`config.mk`:
```
export PLATFORM = sky130hd
export DESIGN_NAME = halftone_threshold_dither_unit
export DESIGN_NICKNAME = d
export VERILOG_FILES = /design/src/hw/rtl/htd_pkg.sv /design/src/hw/rtl/htd_phase.sv /design/src/hw/rtl/htd_decide.sv /design/src/hw/rtl/halftone_threshold_dither_unit.sv
export SDC_FILE = /design/constraint.sdc
export NUM_CORES = 1
export LEC_CHECK = 0
export ABC_CLOCK_PERIOD_IN_PS = 10900
export BUFFER_PORTS_ARGS = -buffer_cell sky130_fd_sc_hd__buf_2
export CORE_UTILIZATION = 50
export CTS_CLUSTER_DIAMETER = 40
export DETAILED_ROUTE_END_ITERATION = 6
export GPL_TIMING_DRIVEN = 0
export PLACE_DENSITY = 0.69
export SLEW_MARGIN = 20
export SYNTH_ARGS = -nofsm -noshare
export SYNTH_HDL_FRONTEND = slang
export SYNTH_SLANG_ARGS = --single-unit
export TNS_END_PERCENT = 30
```
`constraint.sdc`:
```
create_clock -name clock -period 10.9 [get_ports clock]
set_input_delay 0.545 -clock clock [delete_from_list [all_inputs] [get_ports clock]]
set_output_delay 0.545 -clock clock [all_outputs]
set_load 0.02 [all_outputs]
```
`src/hw/rtl/htd_pkg.sv`:
```
package htd_pkg;

   localparam int PIXEL_W     = 8;
   localparam int PHASE_W     = 5;
   localparam int MODE_W      = 2;
   localparam int LOG2_W      = 3;
   localparam int CSR_INDEX_W = 2;
   localparam int CSR_DATA_W  = 8;

   localparam int DEFAULT_MAX_DITHER_LOG2 = 5;

   localparam logic [PIXEL_W-1:0] RESET_FIXED_LEVEL = 8'd128;
   localparam logic [LOG2_W-1:0]  RESET_DITHER_LOG2 = 3'd1;
   localparam logic [PIXEL_W-1:0] PIXEL_WHITE       = 8'hFF;
   localparam logic [PIXEL_W-1:0] PIXEL_BLACK       = 8'h00;

   typedef enum logic [MODE_W-1:0] {
      MODE_FIXED  = 2'd0,
      MODE_RANDOM = 2'd1,
      MODE_DITHER = 2'd2
   } mode_type;

   typedef enum logic [CSR_INDEX_W-1:0] {
      CSR_MODE        = 2'd0,
      CSR_FIXED_LEVEL = 2'd1,
      CSR_DITHER_LOG2 = 2'd2
   } csr_index_type;

   typedef struct packed {
      mode_type             mode;
      logic [PIXEL_W-1:0]   fixed_level;
      logic [LOG2_W-1:0]    dither_log2;
   } cfg_type;

   typedef struct packed {
      logic [PHASE_W-1:0] row;
      logic [PHASE_W-1:0] col;
   } phase_type;

   // one base-4 digit of the ordered-dither index from a row bit and a column bit
   function automatic logic [1:0] bayer_digit(input logic row_bit, input logic col_bit);
      logic [1:0] digit;
      case ({row_bit, col_bit})
         2'b00:   digit = 2'd1;
         2'b01:   digit = 2'd2;
         2'b10:   digit = 2'd3;
         2'b11:   digit = 2'd0;
         default: digit = 2'd0;
      endcase
      return digit;
   endfunction

endpackage

```
`src/hw/rtl/htd_phase.sv`:
```
module htd_phase
   import htd_pkg::*;
(
   input  logic      clock,
   input  logic      reset,
   input  logic      accept,
   input  logic      end_of_line,
   input  logic      end_of_frame,
   output phase_type phase
);

   phase_type phase_ff;
   phase_type phase_in;

   always_comb begin
      phase_in = phase_ff;
      if (accept) begin
         if (end_of_frame) begin
            phase_in.row = '0;
            phase_in.col = '0;
         end else if (end_of_line) begin
            phase_in.row = phase_ff.row + PHASE_W'(1);
            phase_in.col = '0;
         end else begin
            phase_in.col = phase_ff.col + PHASE_W'(1);
         end
      end
   end

   always_ff @(posedge clock) begin
      if (reset) begin
         phase_ff <= '0;
      end else begin
         phase_ff <= phase_in;
      end
   end

   assign phase = phase_ff;

   a_frame_clears: assert property (@(posedge clock) disable iff (reset)
      (accept && end_of_frame) |=> (phase_ff.row == '0 && phase_ff.col == '0))
      else $error("phase not cleared at end of frame");

   a_line_steps: assert property (@(posedge clock) disable iff (reset)
      (accept && end_of_line && !end_of_frame) |=>
         (phase_ff.col == '0 && phase_ff.row == $past(phase_ff.row) + PHASE_W'(1)))
      else $error("row phase did not advance at end of line");

   a_idle_holds: assert property (@(posedge clock) disable iff (reset)
      !accept |=> $stable(phase_ff))
      else $error("phase moved without a request");

endmodule

```
`src/hw/rtl/htd_decide.sv`:
```
module htd_decide
   import htd_pkg::*;
#(
   parameter int MAX_DITHER_LOG2 = DEFAULT_MAX_DITHER_LOG2
) (
   input  cfg_type              cfg,
   input  logic [PIXEL_W-1:0]   pixel,
   input  logic [PIXEL_W-1:0]   random_level,
   input  phase_type            phase,
   output logic                 dark
);

   localparam int KW = $clog2(MAX_DITHER_LOG2 + 1);
   localparam int DW = 2 * MAX_DITHER_LOG2;
   localparam int TW = DW + 11;
   localparam int SW = KW + 2;

   logic [MAX_DITHER_LOG2-1:0] row_bits;
   logic [MAX_DITHER_LOG2-1:0] col_bits;
   logic [DW-1:0]              full_entry;
   logic [DW-1:0]              entry;
   logic [KW-1:0]              k;
   logic [SW-1:0]              drop;
   logic [SW-1:0]              shift;
   logic [TW-1:0]              odd;
   logic [TW-1:0]              numer;
   logic [TW-1:0]              level;

   always_comb begin
      // phase bits above the counter width read as zero
      row_bits = MAX_DITHER_LOG2'(phase.row);
      col_bits = MAX_DITHER_LOG2'(phase.col);

      if (cfg.dither_log2 == '0) begin
         k = KW'(1);
      end else if (32'(cfg.dither_log2) > MAX_DITHER_LOG2) begin
         k = KW'(MAX_DITHER_LOG2);
      end else begin
         k = KW'(cfg.dither_log2);
      end

      // entry for the largest matrix; a smaller matrix keeps its top 2k bits
      for (int b = 0; b < MAX_DITHER_LOG2; b++) begin
         full_entry[2*(MAX_DITHER_LOG2-1-b) +: 2] = bayer_digit(row_bits[b], col_bits[b]);
      end
      drop  = SW'(DW) - SW'({k, 1'b0});
      entry = full_entry >> drop;

      // level = ((2d+1)*510 + 2^(2k+1)) >> (2k+2)
      odd   = TW'({entry, 1'b1});
      shift = SW'({k, 1'b0}) + SW'(2);
      numer = (odd << 9) - (odd << 1) + (TW'(1) << (shift - SW'(1)));
      level = numer >> shift;

      case (cfg.mode)
         MODE_RANDOM: dark = pixel < random_level;
         MODE_DITHER: dark = TW'(pixel) <= level;
         default:     dark = pixel < cfg.fixed_level;
      endcase
   end

endmodule

```
`src/hw/rtl/halftone_threshold_dither_unit.sv`:
```
// An accepted request passes through an input register, which feeds the threshold
// compare, and then the output register, whose contents show on rsp_*; one pixel
// per clock is taken while the receiver does not hold off with rsp_stall.
// Reset (synchronous): pipeline empty, row/column phase 0, mode fixed,
// fixed level 128, dither log2 of 1.
module halftone_threshold_dither_unit
   import htd_pkg::*;
#(
   parameter int MAX_DITHER_LOG2 = DEFAULT_MAX_DITHER_LOG2
) (
   input  logic                   clock,
   input  logic                   reset,
   input  logic                   req_valid,
   output logic                   req_stall,
   input  logic [PIXEL_W-1:0]     req_pixel,
   input  logic [PIXEL_W-1:0]     req_random_level,
   input  logic                   req_end_of_line,
   input  logic                   req_end_of_frame,
   output logic                   rsp_valid,
   input  logic                   rsp_stall,
   output logic [PIXEL_W-1:0]     rsp_out_pixel,
   input  logic                   csr_write,
   input  logic [CSR_INDEX_W-1:0] csr_index,
   input  logic [CSR_DATA_W-1:0]  csr_data
);

   cfg_type cfg_ff;
   cfg_type cfg_in;

   logic               s1_valid_ff;
   logic               s1_valid_in;
   logic [PIXEL_W-1:0] s1_pixel_ff;
   logic [PIXEL_W-1:0] s1_random_ff;
   phase_type          s1_phase_ff;

   logic               rsp_valid_ff;
   logic               rsp_valid_in;
   logic [PIXEL_W-1:0] rsp_pixel_ff;

   logic      advance;
   logic      req_accept;
   logic      dark;
   phase_type phase;

   // config registers
   always_comb begin
      cfg_in = cfg_ff;
      if (csr_write) begin
         case (csr_index_type'(csr_index))
            CSR_MODE:        cfg_in.mode        = mode_type'(csr_data[MODE_W-1:0]);
            CSR_FIXED_LEVEL: cfg_in.fixed_level = csr_data[PIXEL_W-1:0];
            CSR_DITHER_LOG2: cfg_in.dither_log2 = csr_data[LOG2_W-1:0];
            default:         cfg_in = cfg_ff;
         endcase
      end
   end

   always_ff @(posedge clock) begin
      if (reset) begin
         cfg_ff.mode        <= MODE_FIXED;
         cfg_ff.fixed_level <= RESET_FIXED_LEVEL;
         cfg_ff.dither_log2 <= RESET_DITHER_LOG2;
      end else begin
         cfg_ff <= cfg_in;
      end
   end

   // output register frees up when empty or being taken
   assign advance    = !rsp_valid_ff || !rsp_stall;
   assign req_stall  = s1_valid_ff && !advance;
   assign req_accept = req_valid && !req_stall;

   htd_phase u_phase (
      .clock        (clock),
      .reset        (reset),
      .accept       (req_accept),
      .end_of_line  (req_end_of_line),
      .end_of_frame (req_end_of_frame),
      .phase        (phase)
   );

   htd_decide #(
      .MAX_DITHER_LOG2 (MAX_DITHER_LOG2)
   ) u_decide (
      .cfg          (cfg_ff),
      .pixel        (s1_pixel_ff),
      .random_level (s1_random_ff),
      .phase        (s1_phase_ff),
      .dark         (dark)
   );

   always_comb begin
      if (req_accept) begin
         s1_valid_in = 1'b1;
      end else if (advance) begin
         s1_valid_in = 1'b0;
      end else begin
         s1_valid_in = s1_valid_ff;
      end
      rsp_valid_in = advance ? s1_valid_ff : rsp_valid_ff;
   end

   always_ff @(posedge clock) begin
      if (reset) begin
         s1_valid_ff  <= 1'b0;
         rsp_valid_ff <= 1'b0;
      end else begin
         s1_valid_ff  <= s1_valid_in;
         rsp_valid_ff <= rsp_valid_in;
      end
   end

   always_ff @(posedge clock) begin
      if (req_accept) begin
         s1_pixel_ff  <= req_pixel;
         s1_random_ff <= req_random_level;
         s1_phase_ff  <= phase;
      end
      if (advance && s1_valid_ff) begin
         rsp_pixel_ff <= dark ? PIXEL_BLACK : PIXEL_WHITE;
      end
   end

   assign rsp_valid     = rsp_valid_ff;
   assign rsp_out_pixel = rsp_pixel_ff;

   a_binary_out: assert property (@(posedge clock) disable iff (reset)
      rsp_valid_ff |-> (rsp_pixel_ff == PIXEL_BLACK || rsp_pixel_ff == PIXEL_WHITE))
      else $error("result pixel not black or white");

   a_stall_only_full: assert property (@(posedge clock) disable iff (reset)
      req_stall |-> (s1_valid_ff && rsp_valid_ff && rsp_stall))
      else $error("request stalled with room in the pipeline");

   a_s1_moves: assert property (@(posedge clock) disable iff (reset)
      (s1_valid_ff && advance) |=> rsp_valid_ff)
      else $error("input stage item lost on its way to the output register");

   a_accept_loads: assert property (@(posedge clock) disable iff (reset)
      req_accept |=> s1_valid_ff)
      else $error("accepted request not held in input stage");

endmodule

```
==> metrics.txt, run 1 <==
drt wl/cell 14.6 um; Mapped Cells 505; Area Growth Syn to Fin 9.95%; PD cells 121 mW/mm^2; CTS tree yes; WL final 9670 um; commonest non-fill, non-tap cells in the layout ha_1 (58), nor2_1 (53), inv_1 (48); Reg-to-Reg End rsp_out_pixel[6]; #FFs+latches synth 52; Detail Route Antenna Nets 0; Final nets 646; Die H 96.2 um; Seq/Total Area, Yosys 0.296; DRC Markers 0; largest net degree at the start of global routing 36; die area 0.00925 sq mm; post-synthesis cell type count 80; Layout Skew 0.00661 ns; Setup TNS 0 ns; Worst EP required 10.96 ns; routability cong. 0.883; Max-Cap Viols 0; Initial Util 0.514; Final Power 590 uW; Max-slew headroom 0.505; initial drt markers 165; crit-path max FO 10; r2r setup slk 4.93 ns; worst r2r path cells 24; WS Path Type reg2reg; commonest non-fill, non-tap cell in the layout ha_1; register area 0.00131 sq mm; Antenna Diode Count 0; Clk pin slew, worst setup/hold paths 0.10 ns; Post-DP HPWL 7890 um; CP Launch Type register; vias in the first global route 3490; gr usage total 0.221; worst-margin pin slew 0.724 ns; Multi-input gate area 0.00280 sq mm; Final setup viols 0; clock tree buffer depth 2; number of flops mapped to enable cells by yosys 27; Critical Path End rsp_out_pixel[6]; TritonCTS buffer count 5; num rows 34; first-pass GRT wire length 15800 um; layout cells sized above 1 0.155; drt pass-1 iters 4; hold crit path type in2reg; clk_lat worst skew 0.31 ns; routed via count 3785; Hold-fix buffers, CTS 0; core footprint 0.00864 sq mm; Die Wd 96.2 um; status completed; Overflow after GRT 0; final hold vios 0; post-CTS sizing 0; antenna violations before repair 0; Synthesis Warnings 0; Avg Inst Size Synth 8.79 sq um; Post-CTS Setup Bufs 0; CP Launch Point cfg_ff[2]; Max Freq 0.167 GHz; Ports 43; Arr. time, crit path 6.03 ns; ys async rst share 0; root buf cell clkbuf_8; VDD IR-drop max 0.109 mV; CTS H-Tree Depth 2; Fill cells 801; area of the mapped netlist 0.00444 sq mm; Reg2Reg Launch Point cfg_ff[2]; Tmin final 5.97 ns; leakage 0.00225 uW; RSZ-0062 raised after global routing false; drt via density 5.71; Final Max Slew Viols 0; number of port buffers 41; crit share post-route 0.548; CTS sink cnt 52; Critical Path End Type register; top_reg_cell synth edfxtp_1
==> routing by layer <==
metal	part of all wire	track usage	up-vias
li1	-	-	1901
met1	0.47	0.282	1768
met2	0.48	0.394	97
met3	0.028	0.0150	19
met4	0.023	0.0697	0
met5	0	0	-
==> how the worst min path moves through the flow <==
stage                                   start         endpoint  cells after the start
after global placement       u_phase.phase[9]   s1_phase_ff[9]                      0
after detailed placement     u_phase.phase[4]   s1_phase_ff[4]                      0
final                            req_pixel[6]   s1_pixel_ff[6]                      1
after global routing      req_random_level[5]  s1_random_ff[5]                      1
after CTS                        req_pixel[6]   s1_pixel_ff[6]                      1
after floorplan              u_phase.phase[4]   s1_phase_ff[4]                      0
==> worst max-delay path, cell delays in order (launching register included) <==
cell and delay, ns:
dfxtp_1 0.45, nand2b_1 0.15, buf_6 0.14, a21o_1 0.20
clkbuf_1 0.47, clkbuf_1 0.42, nand3_1 0.13, a21o_1 0.24
inv_1 0.09, fa_1 0.40, ha_1 0.30, buf_4 0.17
and4_1 0.19, a211o_1 0.31, a221oi_2 0.31, o21ai_2 0.12
xnor2_1 0.39, nand2_1 0.11, a21oi_1 0.17, a21oi_1 0.07
ha_1 0.32, a21oi_1 0.17, o21ai_0 0.08, o21ai_0 0.21
o31ai_2 0.10
==> registers in the layout, summed over array words and instances, names as in the netlist <==
name / count
cfg_ff: 13
s1_valid_ff: 1
s1_phase_ff: 10
rsp_out_pixel: 1
u_phase.phase: 10
rsp_valid: 1
s1_pixel_ff: 8
s1_random_ff: 8
==> synth_stat cells, drive strengths merged (2+ instances only) <==
library cell  instances  area (sq um)
a2111oi               2          23.8
a211o                 3          27.5
a211oi                6          45.0
a21o                 16           121
a21oi                34           174
a221oi                3          32.5
a22o                  2          17.5
a31o                  3          26.3
a31oi                 5          37.5
a32oi                 2          17.5
and2                  5          32.5
and3                  5          31.3
buf                  13          98.8
clkbuf               10          37.5
conb                  2          7.51
dfxtp                25           500
edfxtp               27           811
ha                   58           726
inv                  49           184
mux2i                13           130
nand2                35           131
nand2b               10          62.6
nand3                 6          30.0
nand3b                3          22.5
nand4                10          62.6
nor2                 54           205
nor2b                 6          37.5
nor3                 12          60.1
o211ai                7          71.3
o21a                  2          15.0
o21ai                21           109
o21bai                2          15.0
o311ai                2          17.5
o31ai                 6          50.1
o41ai                 2          25.0
or3                   4          30.0
xnor2                 7          61.3
xor2                 12           124
==> final cells by class <==
| cell class | instances | area share |
|---|---|---|
| multi-input cells | 381 | 0.574 |
| flip-flops and latches | 52 | 0.269 |
| repair buffers | 41 | 0.0421 |
| inverters | 49 | 0.0377 |
| plain buffers | 24 | 0.0300 |
| well taps | 108 | 0.0277 |
| clock buffers | 5 | 0.0141 |
| clock inverters | 3 | 0.00564 |
==> where the power goes <==
part / internal, uW / switching [uW]
logic: 109 / 149
registers: 215 / 5.77
clock network: 47.1 / 64.8
==> through the flow <==
| stage | hold WS (ns) | area [sq um] | std cells | worst slack (ns) | util |
|---|---|---|---|---|---|
| 2_1_floorplan | 0.428 | 4440 | 506 | 5.99 | - |
| 3_3_place_gp | 0.446 | 4780 | 655 | 5.14 | 0.554 |
| 3_5_place_dp | 0.467 | 4780 | 655 | 4.99 | 0.554 |
| 4_1_cts | 0.403 | 4880 | 663 | 4.97 | 0.565 |
| 5_1_grt | 0.393 | 4880 | 663 | 4.53 | 0.565 |
| 6_report | 0.408 | 4880 | 663 | 4.93 | 0.565 |
==> logic make-up after synthesis <==
kind of cell / synth area share
DFF: 0.296
adders and majority gates: 0.168
xor gates and xnor gates: 0.0417
and+or+nand+nor: 0.173
AOI/OAI and AO/OA: 0.209
other: 0.00169
buffers and inverters: 0.0742
muxes: 0.0369
Note: power is estimated with default switching activity, not from simulation.
==> run 2: changes to the inputs <==
- ABC_CLOCK_PERIOD_IN_PS: 10900 -> 6050
- clock period: 10.9 -> 6.05 ns (I/O delays scaled with it)
==> metrics.txt, run 2 (synthesized netlist as in run 1, its figures left out) <==
Max Freq 0.176 GHz (was 0.167 GHz); Sequential Power Share 0.373 (about the same); CTS tree yes (unchanged); WL final 9670 um (about the same); Max-slew headroom 0.519 (was 0.505); hold crit path type in2reg (unchanged); WS Path Type reg2reg (unchanged); Max-Cap Viols 0 (unchanged); first-pass GRT wire length 15800 um (unchanged); Final nets 646 (unchanged); Final setup viols 0 (unchanged); PD cells 218 mW/mm^2 (was 121 mW/mm^2); Antenna Diode Count 0 (unchanged); antenna violations before repair 0 (unchanged); Die H 96.2 um (unchanged); drt pass-1 iters 4 (unchanged); initial drt markers 173 (was 165); drt wl/cell 14.6 um (about the same); commonest non-fill, non-tap cell in the layout ha_1 (unchanged); crit-path max FO 10 (unchanged); Hold WS 0.166 ns (was 0.408 ns); CTS H-Tree Depth 2 (unchanged); core footprint 0.00864 sq mm (unchanged); clk_lat worst skew 0.31 ns (about the same); Final Max Slew Viols 0 (unchanged); die area 0.00925 sq mm (unchanged); Hold-fix buffers, CTS 0 (unchanged); register name with the most flops cfg_ff (unchanged); Clk pin slew, worst setup/hold paths 0.10 ns (about the same); Die Wd 96.2 um (unchanged); Post-DP HPWL 7890 um (unchanged); Arr. time, crit path 5.74 ns (was 6.03 ns); Comb power frac 0.437 (about the same); largest net degree at the start of global routing 36 (unchanged); Area Growth Syn to Fin 9.93% (was 9.95%); Fill cells 799 (was 801); clock tree buffer depth 2 (unchanged); Layout Skew 0.00772 ns (was 0.00661 ns); sw power 398 uW (was 220 uW); Initial Util 0.514 (unchanged); Post-CTS Setup Bufs 0 (unchanged); final hold vios 0 (unchanged); Clk pwr share 0.190 (about the same); layout cells sized above 1 0.160 (was 0.155); drt via density 5.68 (was 5.71); Detail Route Antenna Nets 0 (unchanged); Switching Fraction 0.374 (was 0.373); Critical Path End Type register (unchanged); status completed (unchanged); RSZ-0062 raised after global routing false (unchanged); routability cong. 0.883 (unchanged); post-CTS sizing 0 (unchanged); root buf cell clkbuf_8 (unchanged); Worst Slack Setup Final 0.370 ns (was 4.93 ns); P_int 667 uW (was 370 uW); gr usage total 0.221 (unchanged); Tmin final 5.68 ns (was 5.97 ns); DP Worst Slack 0.135 ns (was 4.99 ns); crit share post-route 0.939 (was 0.548); Worst EP required 6.11 ns (was 10.96 ns); Setup TNS 0 ns (unchanged); Overflow after GRT 0 (unchanged); CTS sink cnt 52 (unchanged); Ports 43 (unchanged); DRC Markers 0 (unchanged); num rows 34 (unchanged); leakage 0.00225 uW (about the same); TritonCTS buffer count 5 (unchanged); vias in the first global route 3490 (unchanged); worst-margin pin slew 0.703 ns (was 0.724 ns); Layout Utilization 0.565 (about the same); placed instance area 0.00478 sq mm (unchanged); max reg flops 13 (unchanged); VDD IR-drop max 0.196 mV (was 0.109 mV); number of port buffers 41 (unchanged); routed via count 3768 (was 3785); CP Launch Type register (unchanged); design area 0.00488 sq mm (about the same); commonest non-fill, non-tap cells in the layout ha_1 (58), nor2_1 (53), inv_1 (48) (unchanged)
[run 2: final timing paths]
path	depth (start not counted)	startpoint	end	slack [ns]
max reg2reg	24	cfg_ff[2]	rsp_out_pixel[6]	0.37
min reg2reg	0	u_phase.phase[4]	s1_phase_ff[4]	0.49
max	24	cfg_ff[2]	rsp_out_pixel[6]	0.37
min	1	req_pixel[6]	s1_pixel_ff[6]	0.17
[run 2: worst max-delay path: stages (launching register included)]
cell	delay (ns)
dfxtp_1	0.44
nand2b_1	0.15
buf_6	0.14
a21o_1	0.20
clkbuf_2	0.29
mux4_2	0.34
nand2_1	0.09
a21o_1	0.18
inv_1	0.08
fa_1	0.49
ha_1	0.30
buf_4	0.17
and4_1	0.19
a211o_1	0.31
a221oi_2	0.31
o21ai_2	0.12
xnor2_1	0.39
nand2_1	0.11
a21oi_1	0.17
a21oi_1	0.07
ha_1	0.32
a21oi_1	0.17
o21ai_0	0.08
o21ai_0	0.21
o31ai_2	0.10
[run 2: routing by layer]
layer | global-route usage | vias to the layer above | wire length (um)
li1 | - | 1903 | -
met1 | 0.282 | 1759 | 4440
met2 | 0.394 | 91 | 4710
met3 | 0.0150 | 15 | 312
met4 | 0.0697 | 0 | 206
met5 | 0 | - | 0
[run 2: area by class of cell]
type                    instances  area [sq um]  area share
inverters                      49           184      0.0377
clock inverters                 3          27.5     0.00564
clock buffers                   5          68.8      0.0141
flip-flops and latches         52          1310       0.269
well taps                     108           135      0.0277
multi-input cells             381          2800       0.574
plain buffers                  24           145      0.0298
repair buffers                 41           205      0.0421
[run 2: power by group through the flow]
stage               Sequential (uW)  Clock, uW  Combinational, uW
finish                          397        202                466
global route                    399        221                516
CTS                             397        207                460
detailed placement              405          0                456
global placement                405          0                442
floorplan                       403          0                353
[run 2: stage by stage]
step,power (uW),instances
3_5_place_dp,862,655
5_1_grt,1140,663
6_report,1060,663
3_3_place_gp,847,655
4_1_cts,1060,663
2_1_floorplan,756,506
==> run 3: changes to the inputs <==
- ABC_AREA: unset -> 1
- ABC_CLOCK_PERIOD_IN_PS: 6050 -> unset
==> metrics.txt, run 3 <==
Area Growth Syn to Fin 9.91% (was 9.93%); design area 0.00488 sq mm (about the same); Multi-input gate area 0.00262 sq mm (was 0.00280 sq mm); TritonCTS buffer count 5 (unchanged); PD cells 239 mW/mm^2 (was 218 mW/mm^2); WS Path Type reg2reg (unchanged); drt via density 5.27 (was 5.68); commonest non-fill, non-tap cell in the layout nand2_1 (was ha_1); routed via count 4096 (was 3768); post-CTS sizing 0 (unchanged); max reg flops 13 (unchanged); post-synthesis compound-gate area fraction 0.133 (was 0.209); Post-CTS Setup Bufs 0 (unchanged); core footprint 0.00868 sq mm (was 0.00864 sq mm); area leader, netlist edfxtp_1 (unchanged); VDD IR-drop max 0.149 mV (was 0.196 mV); CTS tree yes (unchanged); met2 wire length 4580 um (was 4710 um); Fill cells 844 (was 799); Synth area leaders edfxtp_1 (18%), ha_1 (16%), nand2_1 (12%) (was edfxtp_1 (18%), ha_1 (16%), dfxtp_1 (11%)); Die H 96.3 um (was 96.2 um); clk_lat worst skew 0.30 ns (was 0.31 ns); number of port buffers 42 (was 41); DRC Markers 0 (unchanged); Arr. time, crit path 5.29 ns (was 5.74 ns); initial drt markers 205 (was 173); slowest stage cell, crit path fa_1 (unchanged); layout cells sized above 1 0.146 (was 0.160); Cells after DPL 769 (was 655); root buf cell clkbuf_8 (unchanged); CP Launch Type register (unchanged); Final Max Slew Viols 0 (unchanged); sw power 488 uW (was 398 uW); Antenna Diode Count 0 (unchanged); Worst Slack Setup Final 0.808 ns (was 0.370 ns); leakage 0.00251 uW (was 0.00225 uW); Sequential Power Share 0.343 (was 0.373); crit-path max FO 10 (unchanged); final hold vios 0 (unchanged); top_reg_cell synth edfxtp_1 (unchanged); CTS H-Tree Depth 2 (unchanged); commonest non-fill, non-tap cells in the layout nand2_1 (137), inv_1 (102), ha_1 (58) (was ha_1 (58), nor2_1 (53), inv_1 (48)); gr usage total 0.226 (was 0.221); Post-DP HPWL 8490 um (was 7890 um); Synthesis Warnings 0 (unchanged); vias in the first global route 3679 (was 3490); post-synthesis cell type count 46 (was 80); Post-Synth Simple-Gate Area 0.273 (was 0.173); CP max stage delay 0.48 ns (was 0.49 ns); Setup TNS 0 ns (unchanged); Hold-fix buffers, CTS 0 (unchanged); number of flops mapped to enable cells by yosys 27 (unchanged); largest family of logic cells by synthesized area simple AND/OR/NAND/NOR gates (was compound AO/OA/AOI/OAI gates); Clk pwr share 0.171 (was 0.190); register name with the most flops cfg_ff (unchanged); Clk pin slew, worst setup/hold paths 0.10 ns (about the same); Final nets 760 (was 646); num rows 34 (unchanged); Die Wd 96.3 um (was 96.2 um); WL final 10000 um (was 9670 um); Critical Path End Type register (unchanged); largest net degree at the start of global routing 30 (was 36); drt wl/cell 12.9 um (was 14.6 um); drt pass-1 iters 5 (was 4); Seq/Total Area, Yosys 0.295 (was 0.296); Layout Skew 0.0118 ns (was 0.00772 ns); Max-slew headroom 0.343 (was 0.519); crit share post-route 0.866 (was 0.939); Comb power frac 0.486 (was 0.437); Switching Fraction 0.419 (was 0.374); ys async rst share 0 (unchanged); clock tree buffer depth 2 (unchanged); most frequent cell on the critical path nand2_1 (was a21oi_1); Post-synth top cells nand2_1 (137), inv_1 (103), ha_1 (58) (was ha_1 (58), nor2_1 (53), inv_1 (48)); mux contribution to synthesized area 0 (was 0.0369); r2r setup slk 0.81 ns (was 0.37 ns); Overflow after GRT 0 (unchanged); Max-Cap Viols 0 (unchanged); Avg Inst Size Synth 7.19 sq um (was 8.79 sq um); wl on met1 4670 um (was 4440 um); Post-Synth Adder-Cell Area 0.168 (about the same); Hold WS 0.164 ns (was 0.166 ns); Max Freq 0.191 GHz (was 0.176 GHz); placed instance area 0.00479 sq mm (was 0.00478 sq mm); antenna violations before repair 0 (unchanged); Initial Util 0.512 (was 0.514); Mapped Cells 618 (was 505); routed wl met3 603 um (was 312 um); Final setup viols 0 (unchanged); routability cong. 0.965 (was 0.883); hold crit path type in2reg (unchanged); Yosys top cell area share 0.182 (was 0.183); first-pass GRT wire length 16200 um (was 15800 um); top layer in use met4 (unchanged); P_int 678 uW (was 667 uW); Tmin final 5.24 ns (was 5.68 ns); DP Worst Slack 0.898 ns (was 0.135 ns); #FFs+latches synth 52 (unchanged); status completed (unchanged); Detail Route Antenna Nets 0 (unchanged); die area 0.00927 sq mm (was 0.00925 sq mm); worst-margin pin slew 0.979 ns (was 0.703 ns); xor/xnor share of the synthesized area 0.0138 (was 0.0417); Worst EP required 6.10 ns (was 6.11 ns); area of the mapped netlist 0.00444 sq mm (about the same); Non-Filler Instances 777 (was 663); register area 0.00131 sq mm (unchanged); RSZ-0062 raised after global routing false (unchanged); CTS sink cnt 52 (unchanged); top-count cell post-synth nand2_1 (was ha_1); Ports 43 (unchanged)
## run 3: kinds of logic (layout without fill, tap and decap cells)
family                     after synthesis  count (layout)
xor gates and xnor gates                 7               7
other                                    2               3
and+or+nand+nor                        270             270
AOI/OAI and AO/OA                      102             102
buffers and inverters                  126             176
DFF                                     52              52
adders and majority gates               59              59
## run 3: final timing paths
| path | from | end | cells past startpoint |
|---|---|---|---|
| max | cfg_ff[2] | rsp_out_pixel[6] | 35 |
| min | req_pixel[3] | s1_pixel_ff[3] | 1 |
| max reg2reg | cfg_ff[2] | rsp_out_pixel[6] | 35 |
| min reg2reg | u_phase.phase[9] | s1_phase_ff[9] | 0 |
## run 3: cell type report
| type | instances | area share |
|---|---|---|
| multi-input cells | 441 | 0.536 |
| well taps | 108 | 0.0277 |
| clock inverters | 3 | 0.00461 |
| flip-flops and latches | 52 | 0.268 |
| repair buffers | 42 | 0.0430 |
| plain buffers | 17 | 0.0220 |
| clock buffers | 5 | 0.0141 |
| inverters | 109 | 0.0838 |
## run 3: routing by layer
layer,global-route usage,vias up
li1,-,2117
met1,0.305,1848
met2,0.366,115
met3,0.0363,16
met4,0.0709,0
met5,0,-
## run 3: metrics by stage
stage | total power (uW) | util
finish | 1170 | 0.563
global route | 1270 | 0.563
CTS | 1170 | 0.563
detailed placement | 968 | 0.552
global placement | 956 | 0.552
floorplan | 835 | -
## run 3: power groups by stage
stage,Clock [uW],Sequential (uW),Combinational [uW]
finish,199,400,567
global route,221,403,649
CTS,207,400,562
detailed placement,0,409,559
global placement,0,408,548
floorplan,0,406,429
## run 3: critical path, delay by kind of cell, from the launching register on
family,cells,cell delay (ns)
AND/OR/NAND/NOR,19,1.80
adder cells (fa/ha/maj),3,1.18
AO/OA/AOI/OAI,8,1.08
buffers and inverters,5,0.60
flip-flops,1,0.32
